File: src/rtl/nsc_pkg.sv
// ----------------------------------------------------------------------------
// nsc_pkg
// Shared types, character codes and helper functions for the sentence checker.
// ----------------------------------------------------------------------------
`default_nettype none

package nsc_pkg;

   // Character codes
   localparam logic [7:0] CHAR_LF     = 8'd10;
   localparam logic [7:0] CHAR_CR     = 8'd13;
   localparam logic [7:0] CHAR_DOLLAR = 8'd36;
   localparam logic [7:0] CHAR_STAR   = 8'd42;
   localparam logic [7:0] CHAR_COMMA  = 8'd44;
   localparam logic [7:0] CHAR_DOT    = 8'd46;
   localparam logic [7:0] CHAR_0      = 8'd48;
   localparam logic [7:0] CHAR_9      = 8'd57;
   localparam logic [7:0] CHAR_A      = 8'd65;
   localparam logic [7:0] CHAR_F      = 8'd70;
   localparam logic [7:0] CHAR_Z      = 8'd90;

   // Register reset values
   localparam logic [6:0] MAX_LENGTH_RST    = 7'd82;
   localparam logic [6:0] MIN_LENGTH_RST    = 7'd12;
   localparam logic [7:0] TALKER_FIRST_RST  = 8'd71;
   localparam logic [7:0] TALKER_SECOND_RST = 8'd80;

   // Register index (word address)
   typedef enum logic [1:0] {
      REG_MAX_LENGTH    = 2'd0,
      REG_MIN_LENGTH    = 2'd1,
      REG_TALKER_FIRST  = 2'd2,
      REG_TALKER_SECOND = 2'd3
   } reg_index_type;

   // Result status codes, first failing check wins
   typedef enum logic [2:0] {
      ST_OK           = 3'd0,
      ST_BAD_LENGTH   = 3'd1,
      ST_BAD_HEADER   = 3'd2,
      ST_BAD_TAIL     = 3'd3,
      ST_BAD_CHAR     = 3'd4,
      ST_NO_COMMA     = 3'd5,
      ST_SUM_MISMATCH = 3'd6
   } status_type;

   // Configuration as seen by the datapath
   typedef struct packed {
      logic [6:0] max_length;
      logic [6:0] min_length;
      logic [7:0] talker_first;
      logic [7:0] talker_second;
   } cfg_type;

   function automatic logic is_digit(input logic [7:0] c);
      return (c >= CHAR_0) && (c <= CHAR_9);
   endfunction

   function automatic logic is_hex_digit(input logic [7:0] c);
      return is_digit(c) || ((c >= CHAR_A) && (c <= CHAR_F));
   endfunction

   // Non-hex characters decode as zero
   function automatic logic [3:0] hex_value(input logic [7:0] c);
      logic [7:0] d;
      d = 8'd0;
      if (is_digit(c)) begin
         d = c - CHAR_0;
      end else if ((c >= CHAR_A) && (c <= CHAR_F)) begin
         d = c - CHAR_A + 8'd10;
      end
      return d[3:0];
   endfunction

   function automatic logic is_body_char(input logic [7:0] c);
      return is_digit(c) || ((c >= CHAR_A) && (c <= CHAR_Z)) ||
             (c == CHAR_DOT) || (c == CHAR_COMMA);
   endfunction

endpackage

`default_nettype wire

File: src/rtl/nsc_line.sv
// ----------------------------------------------------------------------------
// nsc_line
// Input word register, per-line check state and result register.
// ----------------------------------------------------------------------------
`default_nettype none

module nsc_line #(
   parameter int COUNT_BITS = 7
) (
   input  wire logic              clock,
   input  wire logic              reset,
   input  wire nsc_pkg::cfg_type  cfg,
   input  wire logic              req_valid,
   output logic                   req_ready,
   input  wire logic [7:0]        req_char_in,
   output logic                   rsp_valid,
   input  wire logic              rsp_ready,
   output logic [2:0]             rsp_status,
   output logic [7:0]             rsp_computed_sum,
   output logic [7:0]             rsp_given_sum,
   output logic [6:0]             rsp_line_length
);
   import nsc_pkg::*;

   localparam int LEN_W = (COUNT_BITS + 1 > 8) ? COUNT_BITS + 1 : 8;
   localparam logic [COUNT_BITS-1:0] POS_MAX    = {COUNT_BITS{1'b1}};
   localparam logic [COUNT_BITS-1:0] BODY_START = COUNT_BITS'(5);
   localparam logic [COUNT_BITS-1:0] HDR_LEN    = COUNT_BITS'(3);

   // Input word register
   logic                  in_valid_ff, in_valid_in;
   logic [7:0]            in_char_ff;
   logic                  take, advance, is_lf;

   // Line state
   logic [COUNT_BITS-1:0] pos_ff, pos_in;
   logic [7:0]            win_ff [4];
   logic [7:0]            win_in [4];
   logic [7:0]            xor_ff, xor_in;
   logic                  hdr_bad_ff, hdr_bad_in;
   logic                  char_bad_ff, char_bad_in;
   logic                  comma_ff, comma_in;
   logic                  long_ff, long_in;

   // Result register
   logic                  out_valid_ff, out_valid_in;
   status_type            status_ff, status_in;
   logic [7:0]            csum_ff;
   logic [7:0]            gsum_ff, gsum_in;
   logic [6:0]            len_ff, len_in;

   logic [LEN_W-1:0]      len_full;
   logic                  long_fin, hdr_fin, tail_ok;

   assign is_lf     = (in_char_ff == CHAR_LF);
   assign advance   = in_valid_ff && (!is_lf || !out_valid_ff || rsp_ready);
   assign req_ready = !in_valid_ff || advance;
   assign take      = req_valid && req_ready;

   always_comb begin
      in_valid_in = in_valid_ff;
      if (take) begin
         in_valid_in = 1'b1;
      end else if (advance) begin
         in_valid_in = 1'b0;
      end
   end

   always_ff @(posedge clock) begin
      if (reset) begin
         in_valid_ff <= 1'b0;
      end else begin
         in_valid_ff <= in_valid_in;
      end
   end

   always_ff @(posedge clock) begin
      if (take) begin
         in_char_ff <= req_char_in;
      end
   end

   // End-of-line evaluation
   assign len_full = LEN_W'(pos_ff) + LEN_W'(1);
   assign long_fin = long_ff || (pos_ff == POS_MAX);
   assign hdr_fin  = hdr_bad_ff || (pos_ff < HDR_LEN);
   assign tail_ok  = (win_ff[0] == CHAR_STAR) && is_hex_digit(win_ff[1]) &&
                     is_hex_digit(win_ff[2]) && (win_ff[3] == CHAR_CR);
   assign gsum_in  = {hex_value(win_ff[1]), hex_value(win_ff[2])};

   always_comb begin
      if (long_fin || (len_full > LEN_W'(cfg.max_length)) ||
          (len_full < LEN_W'(cfg.min_length))) begin
         status_in = ST_BAD_LENGTH;
      end else if (hdr_fin) begin
         status_in = ST_BAD_HEADER;
      end else if (!tail_ok) begin
         status_in = ST_BAD_TAIL;
      end else if (char_bad_ff) begin
         status_in = ST_BAD_CHAR;
      end else if (!comma_ff) begin
         status_in = ST_NO_COMMA;
      end else if (gsum_in != xor_ff) begin
         status_in = ST_SUM_MISMATCH;
      end else begin
         status_in = ST_OK;
      end
   end

   assign len_in = (long_fin || (len_full > LEN_W'(127))) ? 7'd127 : len_full[6:0];

   // Per-character state update; a line feed clears the line
   always_comb begin
      pos_in      = pos_ff;
      win_in      = win_ff;
      xor_in      = xor_ff;
      hdr_bad_in  = hdr_bad_ff;
      char_bad_in = char_bad_ff;
      comma_in    = comma_ff;
      long_in     = long_ff;
      if (advance) begin
         if (is_lf) begin
            pos_in      = '0;
            win_in      = '{default: 8'd0};
            xor_in      = 8'd0;
            hdr_bad_in  = 1'b0;
            char_bad_in = 1'b0;
            comma_in    = 1'b0;
            long_in     = 1'b0;
         end else begin
            if ((pos_ff == COUNT_BITS'(0)) && (in_char_ff != CHAR_DOLLAR)) begin
               hdr_bad_in = 1'b1;
            end
            if ((pos_ff == COUNT_BITS'(1)) && (in_char_ff != cfg.talker_first)) begin
               hdr_bad_in = 1'b1;
            end
            if ((pos_ff == COUNT_BITS'(2)) && (in_char_ff != cfg.talker_second)) begin
               hdr_bad_in = 1'b1;
            end
            // oldest window entry leaves as a body character
            if (pos_ff >= BODY_START) begin
               if (!is_body_char(win_ff[0])) begin
                  char_bad_in = 1'b1;
               end
               if (win_ff[0] == CHAR_COMMA) begin
                  comma_in = 1'b1;
               end
               xor_in = xor_ff ^ win_ff[0];
            end
            win_in[0] = win_ff[1];
            win_in[1] = win_ff[2];
            win_in[2] = win_ff[3];
            win_in[3] = in_char_ff;
            if (pos_ff == POS_MAX) begin
               long_in = 1'b1;
            end else begin
               pos_in = pos_ff + COUNT_BITS'(1);
            end
         end
      end
   end

   always_ff @(posedge clock) begin
      if (reset) begin
         pos_ff      <= '0;
         win_ff      <= '{default: 8'd0};
         xor_ff      <= 8'd0;
         hdr_bad_ff  <= 1'b0;
         char_bad_ff <= 1'b0;
         comma_ff    <= 1'b0;
         long_ff     <= 1'b0;
      end else begin
         pos_ff      <= pos_in;
         win_ff      <= win_in;
         xor_ff      <= xor_in;
         hdr_bad_ff  <= hdr_bad_in;
         char_bad_ff <= char_bad_in;
         comma_ff    <= comma_in;
         long_ff     <= long_in;
      end
   end

   // Result register
   always_comb begin
      out_valid_in = out_valid_ff;
      if (advance && is_lf) begin
         out_valid_in = 1'b1;
      end else if (rsp_ready) begin
         out_valid_in = 1'b0;
      end
   end

   always_ff @(posedge clock) begin
      if (reset) begin
         out_valid_ff <= 1'b0;
      end else begin
         out_valid_ff <= out_valid_in;
      end
   end

   always_ff @(posedge clock) begin
      if (advance && is_lf) begin
         status_ff <= status_in;
         csum_ff   <= xor_ff;
         gsum_ff   <= gsum_in;
         len_ff    <= len_in;
      end
   end

   assign rsp_valid        = out_valid_ff;
   assign rsp_status       = status_ff;
   assign rsp_computed_sum = csum_ff;
   assign rsp_given_sum    = gsum_ff;
   assign rsp_line_length  = len_ff;

endmodule

`default_nettype wire

File: config.mk
export PLATFORM = sky130hd
export DESIGN_NAME = nsc_line
export DESIGN_NICKNAME = d
export VERILOG_FILES = /design/src/rtl/nsc_pkg.sv /design/src/rtl/nsc_line.sv
export SDC_FILE = /design/constraint.sdc
export NUM_CORES = 1
export LEC_CHECK = 0
export BUFFER_PORTS_ARGS = -buffer_cell sky130_fd_sc_hd__buf_2
export CAP_MARGIN = 0
export CORE_UTILIZATION = 45
export DETAILED_ROUTE_END_ITERATION = 6
export PLACE_DENSITY = 0.66
export REMOVE_ABC_BUFFERS = 1
export SETUP_SLACK_MARGIN = 0.05
export SLEW_MARGIN = 15
export SYNTH_ARGS = -nofsm -noshare
export SYNTH_HDL_FRONTEND = slang
export SYNTH_SLANG_ARGS = --single-unit
File: constraint.sdc
create_clock -name clock -period 3.8 [get_ports clock]
set_input_delay 0.38 -clock clock [delete_from_list [all_inputs] [get_ports clock]]
set_output_delay 0.38 -clock clock [all_outputs]
set_load 0.005 [all_outputs]
==> reports/metrics.cfg, run 1 <==
[floorplan]
die_y_um = 99.8
rows = 35
io_pins = 70
start_util = 0.466
die-area_um2 = 9960
die_w_um = 99.8
core_um2 = 9240

[routing]
wl_per_cell_um = 14.3
vias_per_cell = 5.29
drcViolationCount = 0
drt-total-wl_mm = 9.10
drt_pass1_iterations = 5
postRouteAntennaNets = 0
vias = 3377
drt_iter0_markers = 182

[sta]
worst_pin_slew_ns = 0.934
hold_viol_final = 0
setup_viol = 0
fin_crit_ns = 3.23
finalMaxSlewViolations = 0
skew_ns = 0.0101
fin_setup_tns_ns = 0
fmax_mhz = 309
rsz0062_at_grt = no
finalCritPeriodShare = 0.851
slew_headroom = 0.374

[critical_path]
crit_path_end_kind = flop
startpoint_type = flop
crit_arrival_ns = 3.34
critical_path_class = reg2reg
required_ns = 3.90
cp_max_fo = 7

[global_route]
grt_pass1_wl_mm = 14.9
grt.overflow.total = 0
grt_pass1_vias = 3153
grt_max_degree = 41
grt_antenna_before_repair = 0
grt_use_total = 0.190

[clocking]
clk-insertion-delay-late_ns = 0.35
tritoncts = done
ctsResizeCount = 0
postCtsHoldBufs = 0
htree_levels = 3
clockBufferDepth = 2
postCtsSetupBuffers = 0
clk_pin_slew_ns = 0.09
cts_root_buf = clkbuf_8
cts_sinks = 87
cts_buffers = 9

[cells_and_area]
seqCellArea_um2 = 2080
nFillCells = 860
area_growth_pct = 15.5
nets = 569
multi_input_area_um2 = 2080
drive_above_1_share = 0.196
fin_util = 0.538
diodes = 0

[power]
switching_share = 0.239
p_per_area_nw_per_um2 = 355
switchingPower_uw = 421
clkPwrFrac = 0.360
p_seq_frac = 0.569
vdd_drop_max_uv = 183
p_leak_uw = 0.00201
p_int_uw = 1340
combinationalPowerShare = 0.070

[hold_path]
hold_path_class = in2reg

[flow_run]
max_cap_violations = 0

[run_status]
status = finished, final reports clean

[synthesis]
yosys_warnings = 0
async_flop_share = 0
synth.avg_cell_area_um2 = 9.83
netlist-cell-type-count = 56
synthFlopType = dfxtp_1
syn_inst = 438
yosysSeqAreaShare = 0.484
synth_edf_count = 34
synth_seq_cells = 87
syn_area_um2 = 4300

[place]
io_buffers = 69
dpl.hpwl_mm = 6.53
gp_congestion = 0.839

## sequential cells by signal, indices dropped and copies added (netlist names), 3 cells and up
signal	cells
in_char_ff	8
pos_ff	7
rsp_computed_sum	8
rsp_given_sum	8
rsp_line_length	7
rsp_status	3
win_ff	32
xor_ff	8
## worst max-delay path: stages, from the launching register on
cell      delay [ns]
dfxtp_1         0.48
inv_1           0.08
ha_1            0.22
nor3b_2         0.16
nor4bb_2        0.52
mux2_4          0.26
xor2_1          0.06
or3_1           0.38
or4_1           0.53
o311a_1         0.30
## cells in the final DEF, fill, tap and decap left out, types with 16 or more instances in the layout
master,netlist,layout
ha_1,23,23
edfxtp_1,34,34
nor2_1,52,51
nand2_1,40,40
a21oi_1,19,19
buf_2,0,69
dfxtp_1,53,53
xnor2_1,23,23
inv_1,24,24
a22oi_1,27,27
xor2_1,16,16
## through the flow
step	cell area, um^2	power (uW)	worst slack (ns)	cells	hold slack, ns
2_1_floorplan	4240	1100	0.0937	422	0.438
3_3_place_gp	4770	1150	0.722	622	0.465
3_5_place_dp	4770	1150	0.600	622	0.468
4_1_cts	4970	1790	0.586	638	0.190
5_1_grt	4970	1840	0.419	638	0.185
6_report	4970	1770	0.565	638	0.204
## synthesized netlist by cell type (11+ instances only)
cell type   n  area (um^2)
dfxtp_1    53         1060
nor2_1     52          195
nand2_1    40          150
edfxtp_1   34         1020
a22oi_1    27          203
inv_1      24         90.1
ha_1       23          288
xnor2_1    23          201
a21oi_1    19         95.1
clkbuf_1   16         60.1
xor2_1     16          140
nand3_1    11         55.1
## logic make-up (layout without fill, tap and decap cells)
logic type,count (synthesis),after routing,synth area share
and+or+nand+nor,159,159,0.186
buffers and inverters,40,111,0.0349
DFF,87,87,0.484
adders and majority gates,23,23,0.0669
xor gates and xnor gates,39,39,0.0794
AOI/OAI and AO/OA,89,89,0.146
muxes,1,1,0.00349
## final cells by class
class	count	area share
Sequential cell	87	0.419
Multi-Input combinational cell	311	0.418
Timing Repair Buffer	71	0.0725
Tap cell	129	0.0325
Clock buffer	9	0.0249
Inverter	24	0.0181
Clock inverter	7	0.0149
## metal layers
metal | routed length (um) | GRT usage | part of all wire | vias up
met4 | 104 | 0.0781 | 0.011 | 0
met3 | 391 | 0.0306 | 0.043 | 9
met2 | 4310 | 0.318 | 0.47 | 90
met5 | 0 | 0 | 0 | -
met1 | 4290 | 0.245 | 0.47 | 1589
li1 | - | - | - | 1689
## power groups by stage
stage	registers, uW	logic, uW	clock network, uW
3_3_place_gp	1030	121	0
3_5_place_dp	1030	125	0
6_report	1010	124	636
4_1_cts	1010	126	655
2_1_floorplan	1020	77.2	0
5_1_grt	1010	140	693
## worst paths after layout
check,startpoint,endpoint,slack (ns),depth (start not counted)
setup / recovery,win_ff[8],rsp_status[2],0.57,9
hold / removal,req_char_in[1],in_char_ff[1],0.20,1
setup reg to reg,win_ff[8],rsp_status[2],0.57,9
hold reg to reg,win_ff[4],win_ff[4],0.48,2
Power figures use the tool's default switching activity.
==> inputs of run 2 (changes only) <==
- CAP_MARGIN: 0 -> default
- CORE_UTILIZATION: 45 -> 50
- PLACE_DENSITY: 0.66 -> 0.72
==> reports/metrics.cfg, run 2 (same netlist as run 1, synthesis figures left out) <==
[run_status]
status = finished, final reports clean

[clocking]
tritoncts = done
postCtsHoldBufs = 0  ; unchanged
ctsResizeCount = 0  ; unchanged
cts_sinks = 87  ; unchanged
clk_pin_slew_ns = 0.09  ; about the same
cts_buffers = 9  ; unchanged
cts_root_buf = clkbuf_8
clk-insertion-delay-late_ns = 0.35  ; about the same
htree_levels = 3  ; unchanged
clockBufferDepth = 2  ; unchanged
postCtsSetupBuffers = 0  ; unchanged

[power]
p_leak_uw = 0.00201  ; -0.16%
p_per_area_nw_per_um2 = 349  ; -1.7%
vdd_drop_max_uv = 204  ; +12%

[routing]
drt-total-wl_mm = 9.04  ; -0.62%
drt_iter0_markers = 154  ; -15%
vias = 3378  ; +0.030%
wl_per_cell_um = 14.7  ; +3.3%
drcViolationCount = 0  ; unchanged
vias_per_cell = 5.50  ; +3.9%
postRouteAntennaNets = 0  ; unchanged
drt_pass1_iterations = 5  ; unchanged

[sta]
finalMaxSlewViolations = 0  ; unchanged
fmax_mhz = 311  ; +0.56%
hold_viol_final = 0  ; unchanged
slew_headroom = 0.258  ; -0.117
setup_viol = 0  ; unchanged
fin_crit_ns = 3.22  ; -0.0180 ns
fin_setup_tns_ns = 0  ; unchanged
holdWs_ns = 0.194  ; -0.00997 ns
rsz0062_at_grt = no
skew_ns = 0.0129  ; +0.00285 ns
finalCritPeriodShare = 0.846  ; -0.00473
worst_pin_slew_ns = 1.11  ; +0.179 ns

[floorplan]
core_um2 = 8260  ; -11%
io_pins = 70  ; unchanged
die-area_um2 = 8980  ; -9.8%
die_w_um = 94.8  ; -5.0%
rows = 33  ; -5.7%
die_y_um = 94.8  ; -5.0%
start_util = 0.521  ; +0.0554

[flow_run]
max_cap_violations = 0  ; unchanged

[place]
dpl.hpwl_mm = 6.63  ; +1.4%
gp_congestion = 0.835  ; -0.41%
io_buffers = 69  ; unchanged

[critical_path]
critical_path_class = reg2reg
crit_arrival_ns = 3.32  ; -0.02 ns
startpoint_type = flop
crit_path_top_delay_cell = nor4bb_2
cp_max_fo = 7  ; unchanged
crit_path_cell_trace = inv_1, ha_1, nor3b_2, nor4bb_2, mux2_4, xor2_1, or3_1, or4_1, o311a_1
crit_path_end_kind = flop
slowest_delay_ns = 0.52  ; about the same
required_ns = 3.90  ; about the same

[global_route]
grt_antenna_before_repair = 0  ; unchanged
grt_pass1_wl_mm = 14.7  ; -0.83%
grt_max_degree = 41  ; unchanged
grt.overflow.total = 0  ; unchanged
grt_use_total = 0.214  ; +0.0244
grt_pass1_vias = 3128  ; -0.79%

[cells_and_area]
largest_reg_flops = 32  ; unchanged
regMostFlops = win_ff
nets = 569  ; unchanged
multi_input_area_um2 = 2080  ; about the same
drive_above_1_share = 0.196  ; unchanged
layout_common_cells = buf_2 (69), dfxtp_1 (53), nor2_1 (51), nand2_1 (40), edfxtp_1 (34)
mostFrequentLayoutCell = buf_2
area_growth_pct = 14.3
nFillCells = 743  ; -14%
diodes = 0  ; unchanged
seqCellArea_um2 = 2080  ; unchanged

[hold_path]
hold_path_class = in2reg

run 2: through the flow:
| step | instances | worst slack [ns] | utilization | cell area, um^2 | total power [uW] |
|---|---|---|---|---|---|
| floorplan | 422 | 0.0937 | - | 4240 | 1100 |
| global route | 614 | 0.350 | 0.596 | 4920 | 1790 |
| finish | 614 | 0.583 | 0.596 | 4920 | 1720 |
| detailed placement | 598 | 0.613 | 0.574 | 4740 | 1150 |
| global placement | 598 | 0.732 | 0.574 | 4740 | 1150 |
| CTS | 614 | 0.581 | 0.596 | 4920 | 1740 |
run 2: final timing paths:
kind | cells past startpoint | from | end | slack [ns]
hold / removal | 1 | req_char_in[4] | in_char_ff[4] | 0.19
setup / recovery | 9 | win_ff[8] | rsp_status[2] | 0.58
setup reg to reg | 9 | win_ff[8] | rsp_status[2] | 0.58
hold reg to reg | 2 | win_ff[4] | win_ff[4] | 0.48
run 2: critical path: cells and delay by family (launching register included):
kind,cells,cell delay (ns)
and+or+nand+nor,4,1.56
DFF,1,0.48
AOI/OAI and AO/OA,1,0.29
muxes,1,0.26
adders and majority gates,1,0.22
buffers and inverters,1,0.08
xor gates and xnor gates,1,0.06
run 2: routing by layer:
layer,vias to the layer above,global-route usage,part of all wire
met1,1598,0.273,0.46
met3,12,0.0515,0.047
li1,1688,-,-
met2,80,0.351,0.48
met4,0,0.0833,0.013
met5,-,0,0
run 2: final cells by class:
class | instances | area share
clock inverter | 7 | 0.0112
timing repair buffer | 71 | 0.0732
sequential | 87 | 0.423
inverter | 24 | 0.0183
multi-input combinational | 311 | 0.422
tap | 105 | 0.0267
clock buffer | 9 | 0.0252
run 2: where the power goes:
group / total (uW) / internal (uW) / switching [uW]
Sequential: 1010 / 981 / 24.3
Clock: 589 / 244 / 345
Combinational: 123 / 59.5 / 63.9
Total: 1720 / 1280 / 433
==> inputs of run 3 (changes only) <==
- clock period: 3.8 -> 3 ns (I/O delays scaled with it)
==> reports/metrics.cfg, run 3 (same netlist as run 1, synthesis figures left out) <==
[clocking]
clk_pin_slew_ns = 0.08  ; about the same
cts_sinks = 87  ; unchanged
tritoncts = done
postCtsHoldBufs = 0  ; unchanged
clockBufferDepth = 2  ; unchanged
cts_buffers = 9  ; unchanged
clk-insertion-delay-late_ns = 0.35  ; about the same
htree_levels = 3  ; unchanged
cts_root_buf = clkbuf_8

[critical_path]
crit_arrival_ns = 3.05  ; -0.27 ns
r2r_slack_ns = 0.06  ; -0.52 ns
crit_path_top_delay_cell = or4_1
startpoint_type = flop
critical_path_class = reg2reg
slowest_delay_ns = 0.51  ; about the same
crit_buf_inv = 1  ; unchanged
cp_max_fo = 4  ; -3
required_ns = 3.11  ; -0.79 ns
crit_path_end_kind = flop
cp_top_family = simple AND/OR/NAND/NOR gates
crit_path_cell_trace = inv_1, ha_1, nor3b_2, nor4bb_4, mux2_4, xor2_1, or3_1, or4_1, o311a_1

[floorplan]
start_util = 0.521  ; unchanged
io_pins = 70  ; unchanged
core_um2 = 8260  ; unchanged
die_w_um = 94.8  ; unchanged
die-area_um2 = 8980  ; unchanged
die_y_um = 94.8  ; unchanged
rows = 33  ; unchanged

[global_route]
grt_use_met2 = 0.368  ; +0.0168
top_usage_layer = met2
grt_pass1_vias = 3280  ; +4.9%
grt_pass1_wl_mm = 15.6  ; +5.5%
use_met1 = 0.306  ; +0.0334
grt.overflow.total = 0  ; unchanged
grt_antenna_before_repair = 0  ; unchanged
grt_use_total = 0.226  ; +0.0119
grt_max_degree = 33  ; -20%
use_met3 = 0.0354  ; -0.0161

[cells_and_area]
largest_reg_flops = 32  ; unchanged
layout_common_cells = buf_2 (69), nor2_1 (51), dfxtp_1 (51), nand2_1 (40), edfxtp_1 (34)
diodes = 0  ; unchanged
nets = 580  ; +1.9%
mostFrequentLayoutCell = buf_2
regMostFlops = win_ff
drive_above_1_share = 0.215  ; +0.0189
area_growth_pct = 16.9

[power]
p_leak_uw = 0.00207  ; +3.4%
p_int_uw = 1700  ; +32%
power_uw = 2220  ; +29%
vdd_drop_max_uv = 275  ; +35%
combinationalPowerShare = 0.076  ; +0.004
switching_share = 0.233  ; -0.0187
clkPwrFrac = 0.351  ; +0.008
switchingPower_uw = 518  ; +20%
p_seq_frac = 0.573  ; -0.012
p_per_area_nw_per_um2 = 441  ; +26%

[place]
gp_congestion = 0.938  ; +12%
pre_cts_ws_ns = -0.0104  ; -0.623 ns
dpl.hpwl_mm = 6.97  ; +5.2%
io_buffers = 69  ; unchanged

[sta]
slew_headroom = 0.362  ; +0.104
rsz0062_at_grt = yes
skew_ns = 0.00695  ; -0.00598 ns
worst_pin_slew_ns = 0.953  ; -0.161 ns
layout_setup_ws_ns = 0.0601  ; -0.523 ns
finalCritPeriodShare = 0.980  ; +0.134
fmax_mhz = 340  ; +9.4%
hold_viol_final = 0  ; unchanged
setup_viol = 0  ; unchanged
holdWs_ns = 0.115  ; -0.0796 ns
finalMaxSlewViolations = 0  ; unchanged
fin_crit_ns = 2.94  ; -0.277 ns

[routing]
drt_iter0_markers = 180  ; +17%
drt-total-wl_mm = 9.25  ; +2.3%
postRouteAntennaNets = 0  ; unchanged
drt_pass1_iterations = 5  ; unchanged
vias_per_cell = 5.51  ; +0.22%
wl_per_cell_um = 14.8  ; +0.54%
vias = 3446  ; +2.0%
drcViolationCount = 0  ; unchanged

[hold_path]
hold_path_class = in2reg

[flow_run]
max_cap_violations = 0  ; unchanged

[run_status]
status = finished, final reports clean

==> run 3: final cells by class <==
| class | instances | area, um^2 |
|---|---|---|
| clock buffer | 9 | 124 |
| clock inverter | 7 | 63.8 |
| fill | 721 | 3230 |
| inverter | 24 | 90.1 |
| multi-input combinational | 311 | 2090 |
| sequential | 87 | 2080 |
| tap | 105 | 131 |
| timing repair buffer | 82 | 443 |
==> run 3: path summary, 6_finish.rpt <==
| kind | end | cells past startpoint | startpoint |
|---|---|---|---|
| max | rsp_status[2] | 9 | win_ff[8] |
| min | in_char_ff[4] | 1 | req_char_in[4] |
| max reg2reg | rsp_status[2] | 9 | win_ff[8] |
| min reg2reg | win_ff[4] | 2 | win_ff[4] |
==> run 3: per-stage QoR <==
| stage | util | TNS (ns) | cells | instance area (um^2) |
|---|---|---|---|---|
| 2_1_floorplan | - | -19.77 | 422 | 4240 |
| 3_3_place_gp | 0.584 | 0 | 609 | 4820 |
| 3_5_place_dp | 0.584 | -0.0104 | 609 | 4820 |
| 4_1_cts | 0.608 | 0 | 625 | 5020 |
| 5_1_grt | 0.609 | -0.0497 | 625 | 5030 |
| 6_report | 0.609 | 0 | 625 | 5030 |
==> run 3: routing by layer <==
metal,up-vias,wire length [um]
met5,-,0
met4,0,130
met3,11,430
met2,86,4390
met1,1638,4300
li1,1711,-
==> run 3: repair_timing <==
item	CTS	global route
resized for setup	1	3
endpoints found under the setup margin	1	3
buffers inserted	0	0
==> run 3: worst register-to-register path: cells and delay by family (launching register included) <==
kind / cells / cell delay [ns]
AND/OR/NAND/NOR: 4 / 1.40
flip-flops: 1 / 0.42
AO/OA/AOI/OAI: 1 / 0.30
adder cells (fa/ha/maj): 1 / 0.22
multiplexers: 1 / 0.22
buffers and inverters: 1 / 0.07
XOR/XNOR: 1 / 0.06
==> run 3: power groups by stage <==
stage | Sequential (uW) | Clock (uW) | Combinational [uW]
floorplan | 1290 | 0 | 97.8
global placement | 1300 | 0 | 162
detailed placement | 1300 | 0 | 168
CTS | 1270 | 801 | 170
global route | 1280 | 846 | 190
finish | 1270 | 779 | 168
